===== config.mk =====
export PLATFORM = sky130hd
export DESIGN_NAME = csma_cd_backoff_controller_top
export DESIGN_NICKNAME = d
export VERILOG_FILES = /design/src/rtl/csmacd_pkg.sv /design/src/rtl/csma_cd_backoff_controller_top.sv
export SDC_FILE = /design/constraint.sdc
export NUM_CORES = 1
export LEC_CHECK = 0
export BUFFER_PORTS_ARGS = -buffer_cell sky130_fd_sc_hd__clkbuf_2
export CAP_MARGIN = 0
export CORE_MARGIN = 2
export CORE_UTILIZATION = 55
export DETAILED_ROUTE_END_ITERATION = 8
export GPL_TIMING_DRIVEN = 0
export PLACE_DENSITY = 0.84
export SLEW_MARGIN = 20
export SYNTH_ARGS = -nofsm -noshare
export SYNTH_HDL_FRONTEND = slang
export SYNTH_SLANG_ARGS = --single-unit
export TNS_END_PERCENT = 10

===== constraint.sdc =====
create_clock -name clk -period 7 [get_ports clk]
set_input_delay 1.4 -clock clk [delete_from_list [all_inputs] [get_ports clk]]
set_output_delay 1.4 -clock clk [all_outputs]
set_load 0.01 [all_outputs]

===== src/rtl/csmacd_pkg.sv =====
`timescale 1ns / 1ps

package csmacd_pkg;

	typedef enum logic [1:0] {
		MODE_SENSE   = 2'd0,
		MODE_TX      = 2'd1,
		MODE_BACKOFF = 2'd2
	} mode_t;

	localparam logic [2:0] ST_IDLE      = 3'd0;
	localparam logic [2:0] ST_SENSING   = 3'd1;
	localparam logic [2:0] ST_TX        = 3'd2;
	localparam logic [2:0] ST_COMPLETED = 3'd3;
	localparam logic [2:0] ST_BACKOFF   = 3'd4;
	localparam logic [2:0] ST_DROPPED   = 3'd5;

	localparam logic [1:0] REG_SENSE_TICKS   = 2'd0;
	localparam logic [1:0] REG_SLOT_TICKS    = 2'd1;
	localparam logic [1:0] REG_ATTEMPT_LIMIT = 2'd2;
	localparam logic [1:0] REG_BACKOFF_CAP   = 2'd3;

	localparam logic [15:0] SENSE_TICKS_RST   = 16'd2;
	localparam logic [15:0] SLOT_TICKS_RST    = 16'd2;
	localparam logic [4:0]  ATTEMPT_LIMIT_RST = 5'd16;
	localparam logic [3:0]  BACKOFF_CAP_RST   = 4'd10;

endpackage


===== src/rtl/csma_cd_backoff_controller_top.sv =====
`timescale 1ns / 1ps

// channel | valid     | stall     | payload
// input   | in_valid  | in_stall  | frame_pending medium_busy collision tx_done random_value
// output  | out_valid | out_stall | status transmit_enable attempt_count backoff_slots
//         |           |           | frame_number
// config  | cfg_we    | -         | cfg_index cfg_data
//
// One item per cycle sustained while the result is not stalled; each item passes through
// the input register and then the result register.
// The input register feeds the controller logic, which updates state and loads the
// result register together.
// Reset (arst_n low) clears state to sensing with all counters zero and registers to defaults.
// A stalled result holds; the input register keeps accepting while the result register
// is free or being drained.
module csma_cd_backoff_controller_top
	import csmacd_pkg::*;
#(
	parameter int MAX_EXPONENT = 10
) (
	input  logic        clk,
	input  logic        arst_n,
	input  logic        cfg_we,
	input  logic [1:0]  cfg_index,
	input  logic [15:0] cfg_data,
	input  logic        in_valid,
	output logic        in_stall,
	input  logic        frame_pending,
	input  logic        medium_busy,
	input  logic        collision,
	input  logic        tx_done,
	input  logic [9:0]  random_value,
	output logic        out_valid,
	input  logic        out_stall,
	output logic [2:0]  status,
	output logic        transmit_enable,
	output logic [4:0]  attempt_count,
	output logic [9:0]  backoff_slots,
	output logic [15:0] frame_number
);

	localparam logic [4:0] MAX_EXP = 5'(MAX_EXPONENT);

	// configuration
	logic [15:0] sense_ticks_q;
	logic [15:0] slot_ticks_q;
	logic [4:0]  attempt_limit_q;
	logic [3:0]  backoff_cap_q;

	always_ff @(posedge clk or negedge arst_n) begin
		if (!arst_n) begin
			sense_ticks_q   <= SENSE_TICKS_RST;
			slot_ticks_q    <= SLOT_TICKS_RST;
			attempt_limit_q <= ATTEMPT_LIMIT_RST;
			backoff_cap_q   <= BACKOFF_CAP_RST;
		end else if (cfg_we) begin
			unique case (cfg_index)
				REG_SENSE_TICKS:   sense_ticks_q   <= cfg_data;
				REG_SLOT_TICKS:    slot_ticks_q    <= cfg_data;
				REG_ATTEMPT_LIMIT: attempt_limit_q <= cfg_data[4:0];
				REG_BACKOFF_CAP:   backoff_cap_q   <= cfg_data[3:0];
				default: ;
			endcase
		end
	end

	// input register
	logic       valid_s1;
	logic       pending_s1, busy_s1, coll_s1, done_s1;
	logic [9:0] rnd_s1;
	logic       adv;
	logic       in_xfer;

	assign adv      = valid_s1 && (!out_valid || !out_stall);
	assign in_stall = valid_s1 && !adv;
	assign in_xfer  = in_valid && !in_stall;

	always_ff @(posedge clk or negedge arst_n) begin
		if (!arst_n) begin
			valid_s1 <= 1'b0;
		end else begin
			valid_s1 <= in_xfer || (valid_s1 && !adv);
		end
	end

	always_ff @(posedge clk) begin
		if (in_xfer) begin
			pending_s1 <= frame_pending;
			busy_s1    <= medium_busy;
			coll_s1    <= collision;
			done_s1    <= tx_done;
			rnd_s1     <= random_value;
		end
	end

	// controller state
	mode_t       mode_q, mode_d;
	logic [15:0] idle_run_q, idle_run_d;
	logic [4:0]  attempts_q, attempts_d;
	logic [9:0]  slots_left_q, slots_left_d;
	logic [15:0] slot_tick_q, slot_tick_d;
	logic [15:0] frame_count_q, frame_count_d;
	logic [9:0]  last_draw_q, last_draw_d;

	// shared terms
	logic [5:0]  n_sum;
	logic [4:0]  n_att;
	logic        drop;
	logic [15:0] idle_inc;
	logic [15:0] need_idle;
	logic [15:0] slot_len;
	logic        start_tx;
	logic [4:0]  cap_eff;
	logic [4:0]  exp_sel;
	logic [16:0] mask;
	logic [16:0] tick_sum;

	always_comb begin
		n_sum     = {1'b0, attempts_q} + 6'd1;
		n_att     = n_sum[5] ? 5'd31 : n_sum[4:0];
		drop      = n_att >= attempt_limit_q;
		idle_inc  = busy_s1 ? 16'd0 :
			((idle_run_q != 16'hFFFF) ? idle_run_q + 16'd1 : idle_run_q);
		need_idle = (sense_ticks_q == 16'd0) ? 16'd1 : sense_ticks_q;
		slot_len  = (slot_ticks_q == 16'd0) ? 16'd1 : slot_ticks_q;
		start_tx  = idle_inc >= need_idle;
		cap_eff   = ({1'b0, backoff_cap_q} > MAX_EXP) ? MAX_EXP : {1'b0, backoff_cap_q};
		exp_sel   = (n_att > cap_eff) ? cap_eff : n_att;
		mask      = (17'd1 << exp_sel) - 17'd1;
		tick_sum  = {1'b0, slot_tick_q} + 17'd1;
	end

	// next state
	always_comb begin
		mode_d        = mode_q;
		idle_run_d    = idle_run_q;
		attempts_d    = attempts_q;
		slots_left_d  = slots_left_q;
		slot_tick_d   = slot_tick_q;
		frame_count_d = frame_count_q;
		last_draw_d   = last_draw_q;
		unique case (mode_q)
			MODE_TX: begin
				if (coll_s1) begin
					if (drop) begin
						attempts_d    = 5'd0;
						frame_count_d = frame_count_q + 16'd1;
						mode_d        = MODE_SENSE;
						idle_run_d    = 16'd0;
					end else begin
						attempts_d   = n_att;
						last_draw_d  = rnd_s1 & mask[9:0];
						slots_left_d = rnd_s1 & mask[9:0];
						slot_tick_d  = 16'd0;
						mode_d       = MODE_BACKOFF;
					end
				end else if (done_s1) begin
					attempts_d    = 5'd0;
					frame_count_d = frame_count_q + 16'd1;
					mode_d        = MODE_SENSE;
					idle_run_d    = 16'd0;
				end
			end
			MODE_BACKOFF: begin
				if (slots_left_q == 10'd0) begin
					mode_d     = MODE_SENSE;
					idle_run_d = 16'd0;
				end else if (tick_sum >= {1'b0, slot_len}) begin
					slot_tick_d  = 16'd0;
					slots_left_d = slots_left_q - 10'd1;
				end else begin
					slot_tick_d = tick_sum[15:0];
				end
			end
			default: begin
				// sensing; the unused code behaves the same
				mode_d = MODE_SENSE;
				if (!pending_s1) begin
					idle_run_d = 16'd0;
				end else if (start_tx) begin
					mode_d     = MODE_TX;
					idle_run_d = 16'd0;
				end else begin
					idle_run_d = idle_inc;
				end
			end
		endcase
	end

	// result fields
	logic [2:0] status_d;
	logic       tx_en_d;
	logic [4:0] shown_att_d;

	always_comb begin
		status_d    = ST_IDLE;
		tx_en_d     = 1'b0;
		shown_att_d = attempts_q;
		unique case (mode_q)
			MODE_TX: begin
				if (coll_s1) begin
					status_d    = drop ? ST_DROPPED : ST_BACKOFF;
					shown_att_d = n_att;
				end else if (done_s1) begin
					status_d    = ST_COMPLETED;
					shown_att_d = 5'd0;
				end else begin
					status_d = ST_TX;
					tx_en_d  = 1'b1;
				end
			end
			MODE_BACKOFF: begin
				status_d = ST_BACKOFF;
			end
			default: begin
				if (!pending_s1) begin
					status_d = ST_IDLE;
				end else if (start_tx) begin
					status_d = ST_TX;
					tx_en_d  = 1'b1;
				end else begin
					status_d = ST_SENSING;
				end
			end
		endcase
	end

	always_ff @(posedge clk or negedge arst_n) begin
		if (!arst_n) begin
			mode_q        <= MODE_SENSE;
			idle_run_q    <= 16'd0;
			attempts_q    <= 5'd0;
			slots_left_q  <= 10'd0;
			slot_tick_q   <= 16'd0;
			frame_count_q <= 16'd0;
			last_draw_q   <= 10'd0;
		end else if (adv) begin
			mode_q        <= mode_d;
			idle_run_q    <= idle_run_d;
			attempts_q    <= attempts_d;
			slots_left_q  <= slots_left_d;
			slot_tick_q   <= slot_tick_d;
			frame_count_q <= frame_count_d;
			last_draw_q   <= last_draw_d;
		end
	end

	// result register
	logic out_valid_q;

	always_ff @(posedge clk or negedge arst_n) begin
		if (!arst_n) begin
			out_valid_q <= 1'b0;
		end else begin
			out_valid_q <= adv || (out_valid_q && out_stall);
		end
	end

	logic [2:0]  status_q;
	logic        tx_en_q;
	logic [4:0]  shown_att_q;
	logic [9:0]  slots_out_q;
	logic [15:0] frame_out_q;

	always_ff @(posedge clk) begin
		if (adv) begin
			status_q    <= status_d;
			tx_en_q     <= tx_en_d;
			shown_att_q <= shown_att_d;
			slots_out_q <= last_draw_d;
			frame_out_q <= frame_count_d;
		end
	end

	assign out_valid       = out_valid_q;
	assign status          = status_q;
	assign transmit_enable = tx_en_q;
	assign attempt_count   = shown_att_q;
	assign backoff_slots   = slots_out_q;
	assign frame_number    = frame_out_q;

endmodule


# --- After elaboration in Yosys (flattened, before gate mapping) ---
# Cells that the tools add are included.
totals:
  in_bits: 37
  reg_bits: 167
  out_inout_bits: 37
  wordCells: 128
op_classes:
  eq_ne: 13
  reduce_logical: 25
  shift: 1
  mux: 54
  magnitude_cmp: 5
  bitwise_logic: 1
  add_sub_neg: 6
op_table:
  columns: ["cell", "count"]
  rows:
  - ["2-to-1 mux 16 bit", 18]
  - ["2-to-1 mux 10 bit", 7]
  - ["one-hot mux 16 bit (2 select lines)", 2]
  - ["2-to-1 mux 5 bit", 7]
  - ["adder 16 x 1 -> 16 bit (second input constant)", 2]
  - ["zero test 16 bit", 2]
  - ["one-hot mux 10 bit (2 select lines)", 1]
  - ["subtractor 10 x 1 -> 10 bit (second input constant)", 2]
  - ["adder 16 x 1 -> 17 bit (second input constant)", 1]
  - ["greater-or-equal comparator 17 x 16 -> 1 bit", 1]
  - ["greater-or-equal comparator 16 bit", 1]
  - ["inequality test 16 bit (second input constant)", 1]
  - ["2-to-1 mux 2 bit", 6]
  - ["AND 10 bit", 1]
  - ["zero test 10 bit", 1]
  - ["inequality test 2 bit (second input constant)", 5]
  - ["AND reduction 2 bit", 5]
  - ["left shift 1 x 5 -> 10 bit (first input constant)", 1]
  - ["2-to-1 mux 1 bit", 8]
  - ["adder 5 x 1 -> 6 bit (second input constant)", 1]
  - ["== test 2 bit (second input constant)", 3]
  - ["inequality test 3 bit (second input constant)", 2]
  - ["one-hot mux 3 bit (2 select lines)", 1]
  - ["AND reduction 6 bit", 1]
  - ["other kinds (16)", 25]

# --- Logic depth before layout (Yosys ltp) ---
# Gate-level depths: netlist (run 1).
logic_depth:
  depth_word: 10
  ltp_mapped: 19
  mapped_depth_nobuf: 17

# --- Least setup slack after synthesis (run 1) ---
# No wires, ideal clock.
synth_timing:
  path_kind: "register to register"
  startpoint: "reg attempts_q[2]"
  endpoint: "reg slots_out_q[8] (netlist: backoff_slots[8]), data pin"
  t_required_ps: 6831
  period_less_slack_ps: 3713
  setup_ps: 169
  arrival_time_ps: 3544
  n_path_buf: 2
  slack_ps: 3287
  path_stages_with_launch: 16
  path_cell_list: "dfrtp_1 > buf_4 > nand3_1 > xnor2_1 > a21o_1 > ha_1 > and4_1 > a21oi_1 > or2_0 > buf_6 > mux2_2 > ha_1 > inv_1 > mux4_2 > o32a_1 > o31ai_1"
synth_between:
  elab_chain_cells: 10
  elab_cells_between_ends: 11
  cone_classes: "add/sub (2); order compare (2); shift (1); mux (5); bitwise (1)"
synth_lines:
  columns: ["element", "line_no", "rtl"]
  rows:
  - ["start: declaration", "csma_cd_backoff_controller_top.sv:99", "logic [4:0] attempts_q, attempts_d;"]
  - ["start signal: assignment", "csma_cd_backoff_controller_top.sv:240", "attempts_q <= attempts_d;"]
  - ["adder 5 x 1 -> 6 bit *", "csma_cd_backoff_controller_top.sv:119", "n_sum = {1'b0, attempts_q} + 6'd1;"]
  - ["2-to-1 mux 5 bit *", "csma_cd_backoff_controller_top.sv:120", "n_att = n_sum[5] ? 5'd31 : n_sum[4:0];"]
  - ["> comparator 5 x 4 -> 1 bit", "csma_cd_backoff_controller_top.sv:128", "exp_sel = (n_att > cap_eff) ? cap_eff : n_att;"]
  - ["2-to-1 mux 5 bit", "csma_cd_backoff_controller_top.sv:128", null]
  - ["left shift 1 x 5 -> 10 bit", "csma_cd_backoff_controller_top.sv:129", "mask = (17'd1 << exp_sel) - 17'd1;"]
  - ["subtractor 10 x 1 -> 10 bit", "csma_cd_backoff_controller_top.sv:129", null]
  - ["AND 10 bit", "csma_cd_backoff_controller_top.sv:152", "last_draw_d = rnd_s1 & mask[9:0];"]
  - ["2-to-1 mux 10 bit *", "csma_cd_backoff_controller_top.sv:145", "if (drop) begin"]
  - ["2-to-1 mux 10 bit *", "csma_cd_backoff_controller_top.sv:144", "if (coll_s1) begin"]
  - ["2-to-1 mux 10 bit *", "csma_cd_backoff_controller_top.sv:142", "unique case (mode_q)"]
  - ["via last_draw_d[8]", "csma_cd_backoff_controller_top.sv:103", "logic [9:0] last_draw_q, last_draw_d;"]
  - ["end signal: assignment", "csma_cd_backoff_controller_top.sv:270", "slots_out_q <= last_draw_d;"]
  - ["end: declaration", "csma_cd_backoff_controller_top.sv:262", "logic [9:0] slots_out_q;"]
# The timed path passes the listed nets; every way through them passes the cells marked *.
# A chain may end at the register's enable or synchronous reset.

# --- Final worst setup path (run 1) ---
layout_timing:
  startpoint: "reg idle_run_q[1]"
  endpoint: "reg idle_run_q[5]"
layout_between:
  elab_chain_cells: 7
  elab_cells_between_ends: 8
  cone_classes: "add/sub (1); order compare (1); eq/ne (1); mux (5)"
layout_lines:
  columns: ["element", "line_no", "rtl"]
  rows:
  - ["start: declaration", "csma_cd_backoff_controller_top.sv:98", "logic [15:0] idle_run_q, idle_run_d;"]
  - ["start signal: assignment", "csma_cd_backoff_controller_top.sv:239", "idle_run_q <= idle_run_d;"]
  - ["adder 16 x 1 -> 16 bit / inequality test 16 bit (equally long branches)", "csma_cd_backoff_controller_top.sv:123", "((idle_run_q != 16'hFFFF) ? idle_run_q + 16'd1 : idle_run_q);"]
  - ["2-to-1 mux 16 bit *", "csma_cd_backoff_controller_top.sv:123", null]
  - ["2-to-1 mux 16 bit *", "csma_cd_backoff_controller_top.sv:122", "idle_inc = busy_s1 ? 16'd0 :"]
  - ["greater-or-equal comparator 16 bit", "csma_cd_backoff_controller_top.sv:126", "start_tx = idle_inc >= need_idle;"]
  - ["2-to-1 mux 16 bit *", "csma_cd_backoff_controller_top.sv:180", "end else if (start_tx) begin"]
  - ["2-to-1 mux 16 bit *", "csma_cd_backoff_controller_top.sv:178", "if (!pending_s1) begin"]
  - ["one-hot mux 16 bit (2 select lines) *", "csma_cd_backoff_controller_top.sv:142", null]
# Every way passes the cells marked *; elsewhere a longest branch is shown, timed or not.

==> results of run 1 <==
per-layer routing:
metal / global-route usage, % / up-vias / wire length (microns)
met1: 33.4 / 3479 / 9090
met3: 4.34 / 42 / 1370
met2: 39.3 / 287 / 9850
li1: - / 3395 / -
met5: 0 / - / 0
met4: 8.51 / 0 / 503
logic make-up (layout without fill, tap and decap cells):
group / Yosys count / after routing
compound gates: 180 / 180
xor+xnor: 52 / 52
fa+ha+maj: 49 / 49
buf+inv: 90 / 197
flops: 167 / 167
mux: 45 / 45
simple gates: 303 / 303
where the power goes:
part	total [mW]	switching (mW)	internal [mW]
registers	1.12	0.0445	1.08
logic	0.325	0.192	0.133
clock network	0.926	0.399	0.527
synth_stat cells (all sizes together) (9+ instances only):
| library cell | count |
|---|---|
| a22o | 23 |
| nand3 | 34 |
| mux2 | 37 |
| edfxtp | 49 |
| nand2b | 13 |
| clkbuf | 19 |
| xnor2 | 29 |
| nor2 | 51 |
| dfrtp | 113 |
| nor2b | 9 |
| o21ai | 63 |
| ha | 49 |
| a21oi | 27 |
| nand4 | 24 |
| nor4 | 13 |
| xor2 | 23 |
| inv | 58 |
| nand2 | 99 |
| nor3 | 14 |
| buf | 12 |
| and3 | 15 |
sequential cells by signal, summed over array words and instances (netlist names), 16 cells and up:
name and count:
sense_ticks_q 16, slot_tick_q 16, frame_count_q 16, slot_ticks_q 16
frame_number 16, idle_run_q 16
through the flow:
step | instances | hold WS (ps) | util (%)
global route | 1213 | 501 | 63.6
detailed placement | 1181 | 471 | 60.1
finish | 1213 | 482 | 63.6
global placement | 1179 | 459 | 59.8
floorplan | 886 | 440 | -
CTS | 1213 | 485 | 63.6
final cells by class:
| cell class | instances | area share (%) |
|---|---|---|
| Clock buffer | 17 | 4.05 |
| Tap cell | 220 | 2.62 |
| Multi-Input combinational cell | 629 | 42.0 |
| Buffer | 31 | 1.56 |
| Clock inverter | 15 | 1.46 |
| Timing Repair Buffer | 75 | 4.01 |
| Sequential cell | 167 | 42.1 |
| Inverter | 59 | 2.11 |
final timing paths:
| kind | slack [ps] | cells after the start | endpoint |
|---|---|---|---|
| worst max-delay path | 2510 | 18 | idle_run_q[5]$_DFFE_PN0P_ |
| worst min-delay path | 480 | 2 | last_draw_q[0]$_DFFE_PN0P_ |
| worst max register to register | 2510 | 18 | idle_run_q[5]$_DFFE_PN0P_ |
| worst min register to register | 480 | 2 | last_draw_q[0]$_DFFE_PN0P_ |
| max in group asynchronous | 5370 | 2 | slot_ticks_q[1]$_DFFE_PN1P_ |
| min in group asynchronous | 880 | 1 | frame_count_q[15]$_DFFE_PN0P_ |
critical path, cell delays in order (launching register included):
cell and delay, ps:
dfrtp_1 450, ha_1 320, nand2_1 80, nor3_1 340, nand2_1 320, and2_1 290
nand4_1 110, xor2_1 150, nor2_1 80, ha_1 230, a21o_1 170, a21o_1 170
a21oi_1 200, o2111ai_1 150, nand2_1 100, o21ai_1 230, nor3_1 560, buf_2 340
a22o_1 160
==> flow_summary_export.csv, run 1 <==
group,metric,value,unit
run_status,run_status,"completed",
routing,drtIter0Drc,648,
logic_synthesis,synth_compound_area_share,13.7,%
logic_synthesis,synth-adder-area-share,6.64,%
global_routing,overflow,0,
logic_synthesis,syn-num-nets,972,
sta,rsz0062_at_grt,"no",
hold_path,hp-start,"last_draw_q[0]$_DFFE_PN0P_",
place,place_hpwl,15000,microns
die,dieArea,17800,sq um
clock_network,htreeDepth,4,
power_and_ir_drop,p_total,2.37,mW
critical_path,setup.worst_path.start,"idle_run_q[1]$_DFFE_PN0P_",
critical_path,cp-end-kind,"flip-flop",
routing,drt_wl_total,20800,microns
final_layout,synthToLayoutAreaGrowth,13.8,%
sta,slew_headroom,51.8,%
logic_synthesis,synth_top_area_share,30.6,%
logic_synthesis,synth_xor_area_share,4.93,%
routing,avgViaCountPerCell,5.94,
place,portBuffers,73,
hold_path,hold_class,"reg -> reg",
sta,drv_slew,0,
sta,min_period,4490,ps
die,rows,47,
final_layout,multi_input_area,4420,sq um
logic_synthesis,syn_area,9240,sq um
critical_path,critical_path.startpoint_type,"flip-flop",
critical_path,crit_type,"reg -> reg",
routing,ant_nets,0,
sta,finalHoldViolCount,0,
logic_synthesis,yosys_warnings,0,
sta,fin_setup_tns,0,ps
logic_synthesis,muxShareOfSynthArea,5.65,%
critical_path,r2r-start,"idle_run_q[1]$_DFFE_PN0P_",
clock_network,cts-resized-gates,0,
clock_network,cts_root_buf,"clkbuf_16",
global_routing,antenna_found_initial,0,
logic_synthesis,ys_seq_area_share,48.0,%
power_and_ir_drop,p_leak,4.77,nW
logic_synthesis,synth_edf_count,49,
logic_synthesis,synth_top_family_by_area,"simple AND/OR/NAND/NOR gates",
routing,wl_per_cell,17.1,microns
final_layout,drive_above_1_share,18.3,%
logic_synthesis,syn_avg_cell_area,10.4,sq um
clock_network,cts_made_buffers,17,
routing,drt_first_pass_iters,5,
sta,setup_viol,0,
global_routing,first_global_vias,7115,
die,core-area,16500,sq um
critical_path,worst_ep_arrival_time,4850,ps
clock_network,holdBufCountCts,0,
global_routing,grt_first_pass_wirelength,34600,microns
critical_path,cp.required,7360,ps
global_routing,grt_use_total,24.4,%
sta,fin_ws,2510,ps
routing,drcViolationCount,0,
logic_synthesis,synth.largest_area_cell,"dfrtp_1",
power_and_ir_drop,ir_drop,185,uV
clock_network,numClockSinks,167,
final_layout,final_cell_mix,"dfrtp_1 (113), nand2_1 (98), clkbuf_2 (72)",
sta,fmax,0.223,GHz
routing,num_vias,7203,
final_layout,num_antenna_cells,0,
clock_network,clk_latency,430,ps
sta,fin_crit_sh,64.2,%
final_layout,final_cell_area,10500,sq um
final_layout,final_common_cell,"dfrtp_1",
place,dpl_worst_slack,2600,ps
clock_network,cts_tree,"done",
sta,worst_slew_pin_slew,721,ps
logic_synthesis,synthCells,886,
critical_path,path_max_fanout,10,
clock_network,cts.clk_slew.worst_paths,60,ps
die,die_w,134,microns
logic_synthesis,synth.area.top_cells,"dfrtp_1 (31%), edfxtp_1 (16%), ha_1 (6.6%), mux2_2 (4.4%), nand2_1 (4.0%)",
place,place_area,9930,sq um
logic_synthesis,synth-seq-cells,167,
logic_synthesis,async_reset_ff_share,70.7,%
clock_network,clk_path_buf_depth,2,
final_layout,final_net_count,1066,
logic_synthesis,synth_cell_types,85,
die,ios,74,
place,gp_congestion,0.920,
die,fp.dieH,134,microns
final_layout,fillers,1271,
clock_network,cts_setup_buffers,0,
power_and_ir_drop,power.density,226,nW/um^2
logic_synthesis,ys.flop_type,"dfrtp_1",
job,drv_cap,0,
final_layout,register_area,4430,sq um
sta,fin_skew,16.3,ps
global_routing,grt_max_degree,84,
logic_synthesis,synthSimpleGateAreaFrac,16.9,%
die,start_util,55.9,%
Power figures use the tool's default switching activity.
==> inputs of run 2 (changes only) <==
--- a/config.mk
+++ b/config.mk
@@ -11,7 +11,7 @@
 export CORE_UTILIZATION = 55
 export DETAILED_ROUTE_END_ITERATION = 8
 export GPL_TIMING_DRIVEN = 0
-export PLACE_DENSITY = 0.84
+export PLACE_DENSITY = 0.87
 export SLEW_MARGIN = 20
 export SYNTH_ARGS = -nofsm -noshare
 export SYNTH_HDL_FRONTEND = slang
==> constraint.sdc (replaced) <==
create_clock -name clk -period 4.1 [get_ports clk]
set_input_delay 0.82 -clock clk [delete_from_list [all_inputs] [get_ports clk]]
set_output_delay 0.82 -clock clk [all_outputs]
set_load 0.01 [all_outputs]
==> run 2 against run 1 <==
Design area is 2.0% higher. Sequential power grew 71%. Highest routed layer unchanged. Worst setup slack worse by 2400 ps. Core utilization up 1.3 points. Register-to-register slack worse by 2400 ps. Via count is 1.5% higher. Total power increased by 79%. Critical endpoint is now slots_left_q[8]$_DFFE_PN0P_. Clock-buffer cell count grew 6. Combinational power up 73%. Flip-flop and latch count unchanged. Final cell count up 0.16%. Critical path depth shrank 2.
==> flow_summary_export.csv, run 2 (same netlist as run 1, synthesis figures left out) <==
group,metric,value,unit
run_status,run_status,"completed",
sta,fin_crit_sh,96.5,%
critical_path,path_max_fanout,10,
routing,drcViolationCount,0,
routing,drt_first_pass_iters,5,
place,portBuffers,73,
die,start_util,55.9,%
job,drv_cap,0,
sta,rsz0062_at_grt,"yes",
sta,min_period,3960,ps
routing,wl_met3,1560,microns
global_routing,overflow,0,
sta,fin_setup_tns,0,ps
routing,num_vias,7314,
die,core-area,16500,sq um
critical_path,critPathBufInv,3,
die,rows,47,
power_and_ir_drop,p_total,4.24,mW
global_routing,grt_use_total,24.0,%
routing,wl_met2,10300,microns
sta,fin_skew,9.81,ps
clock_network,numClockSinks,167,
clock_network,htreeDepth,4,
critical_path,crit_type,"reg -> reg",
die,fp.dieH,134,microns
routing,ant_nets,0,
critical_path,path_cells,"ha_4 -> a21oi_4 -> inv_1 -> ha_1 -> nor2b_1 -> o211ai_1 -> a21oi_4 -> or2_0 -> buf_6 -> o41a_1 -> ha_1 -> inv_2 -> mux4_2 -> o32a_1 -> nor2_1 -> a311o_1",
final_layout,num_antenna_cells,0,
sta,worst_slew_pin_slew,809,ps
die,ios,74,
critical_path,critical_path.startpoint_type,"flip-flop",
place,place_area,9930,sq um
hold_path,hold_class,"in -> async",
final_layout,final_common_cell,"dfrtp_1",
global_routing,grt_max_degree,84,
sta,finalHoldViolCount,0,
final_layout,drive_above_1_share,20.7,%
sta,drv_slew,0,
place,gp_congestion,0.928,
clock_network,holdBufCountCts,0,
routing,wl_per_cell,17.6,microns
critical_path,worst_ep_arrival_time,4280,ps
clock_network,cts_made_buffers,17,
clock_network,cts_tree,"done",
critical_path,cp-end-kind,"flip-flop",
clock_network,clk_latency,440,ps
clock_network,cts.clk_slew.worst_paths,70,ps
die,die_w,134,microns
critical_path,crit_family,"compound AO/OA/AOI/OAI gates",
sta,fmax,0.253,GHz
power_and_ir_drop,p_leak,4.85,nW
sta,setup_viol,0,
routing,wl_met1,8930,microns
global_routing,antenna_found_initial,0,
final_layout,final_cell_mix,"dfrtp_1 (110), nand2_1 (97), clkbuf_2 (72)",
global_routing,first_global_vias,6865,
die,dieArea,17800,sq um
final_layout,synthToLayoutAreaGrowth,16.1,%
final_layout,final_net_count,1068,
routing,highest_layer,"met4",
power_and_ir_drop,power.density,396,nW/um^2
sta,slew_headroom,45.9,%
critical_path,cp.required,4420,ps
routing,avgViaCountPerCell,6.02,
critical_path,critPathMaxStageDelay,510,ps
place,place_hpwl,14600,microns
clock_network,clk_path_buf_depth,2,
power_and_ir_drop,ir_drop,333,uV
place,place_inst,1181,
clock_network,cts_root_buf,"clkbuf_16",
routing,drt_wl_total,21300,microns
global_routing,grt_first_pass_wirelength,33900,microns
routing,drtIter0Drc,694,
critical_path,critPathSlowestCell,"dfrtp_2",
final_layout,final_cell_area,10700,sq um
final_layout,stdcell_count,1215,
## run 2: cell types whose count changed in the layout (fill, tap and decap cells not counted), moves of 3 or more
cell,previous run,this run
buf_4,3,6
clkbuf_8,1,4
clkinv_1,4,0
ha_1,49,46
dfrtp_1,113,110
clkbuf_16,17,20
dfrtp_2,0,3
## run 2: power breakdown
part           internal [mW]  total (mW)  switching [mW]  leakage (nW)
logic                  0.233       0.563           0.330          2.51
registers               1.84        1.92          0.0807          2.01
clock network           1.07        1.76           0.695         0.330
## run 2: layout make-up
class	count	area, sq um
tap	220	275
sequential	167	4430
inverter	59	225
clock inverter	9	120
buffer	30	163
multi-input combinational	629	4520
timing repair buffer	78	444
clock buffer	23	542
fill	1188	5800
## run 2: worst paths after layout
kind	end	cells past startpoint	slack (ps)	start
min in group clk	last_draw_q[6]$_DFFE_PN0P_	2	480	last_draw_q[6]$_DFFE_PN0P_
setup reg to reg	slots_left_q[8]$_DFFE_PN0P_	16	140	attempts_q[0]$_DFFE_PN0P_
max in group asynchronous	slot_ticks_q[1]$_DFFE_PN1P_	2	3070	arst_n
hold / removal	frame_count_q[13]$_DFFE_PN0P_	1	280	arst_n
hold reg to reg	last_draw_q[6]$_DFFE_PN0P_	2	480	last_draw_q[6]$_DFFE_PN0P_
setup / recovery	slots_left_q[8]$_DFFE_PN0P_	16	140	attempts_q[0]$_DFFE_PN0P_
## run 2: stage by stage
stage          hold slack, ps  util (%)  setup slack, ps
2_1_floorplan             440         -              387
3_3_place_gp              460      59.8             -234
3_5_place_dp              469      60.1             -246
4_1_cts                   291      64.3             6.90
5_1_grt                   305      64.9             -104
6_report                  285      64.9              143
## run 2: timing repair
| action | CTS | global route |
|---|---|---|
| pin swaps | 0 | 7 |
| endpoints found under the setup margin | 19 | 40 |
| cloned | 0 | 0 |
| setup buffers | 0 | 3 |
| gates resized for setup | 8 | 18 |
## run 2: per-layer routing
| metal | global-route usage, % | up-vias |
|---|---|---|
| met5 | 0 | - |
| met4 | 7.80 | 0 |
| met3 | 4.68 | 48 |
| met2 | 39.1 | 344 |
| met1 | 32.5 | 3515 |
| li1 | - | 3407 |
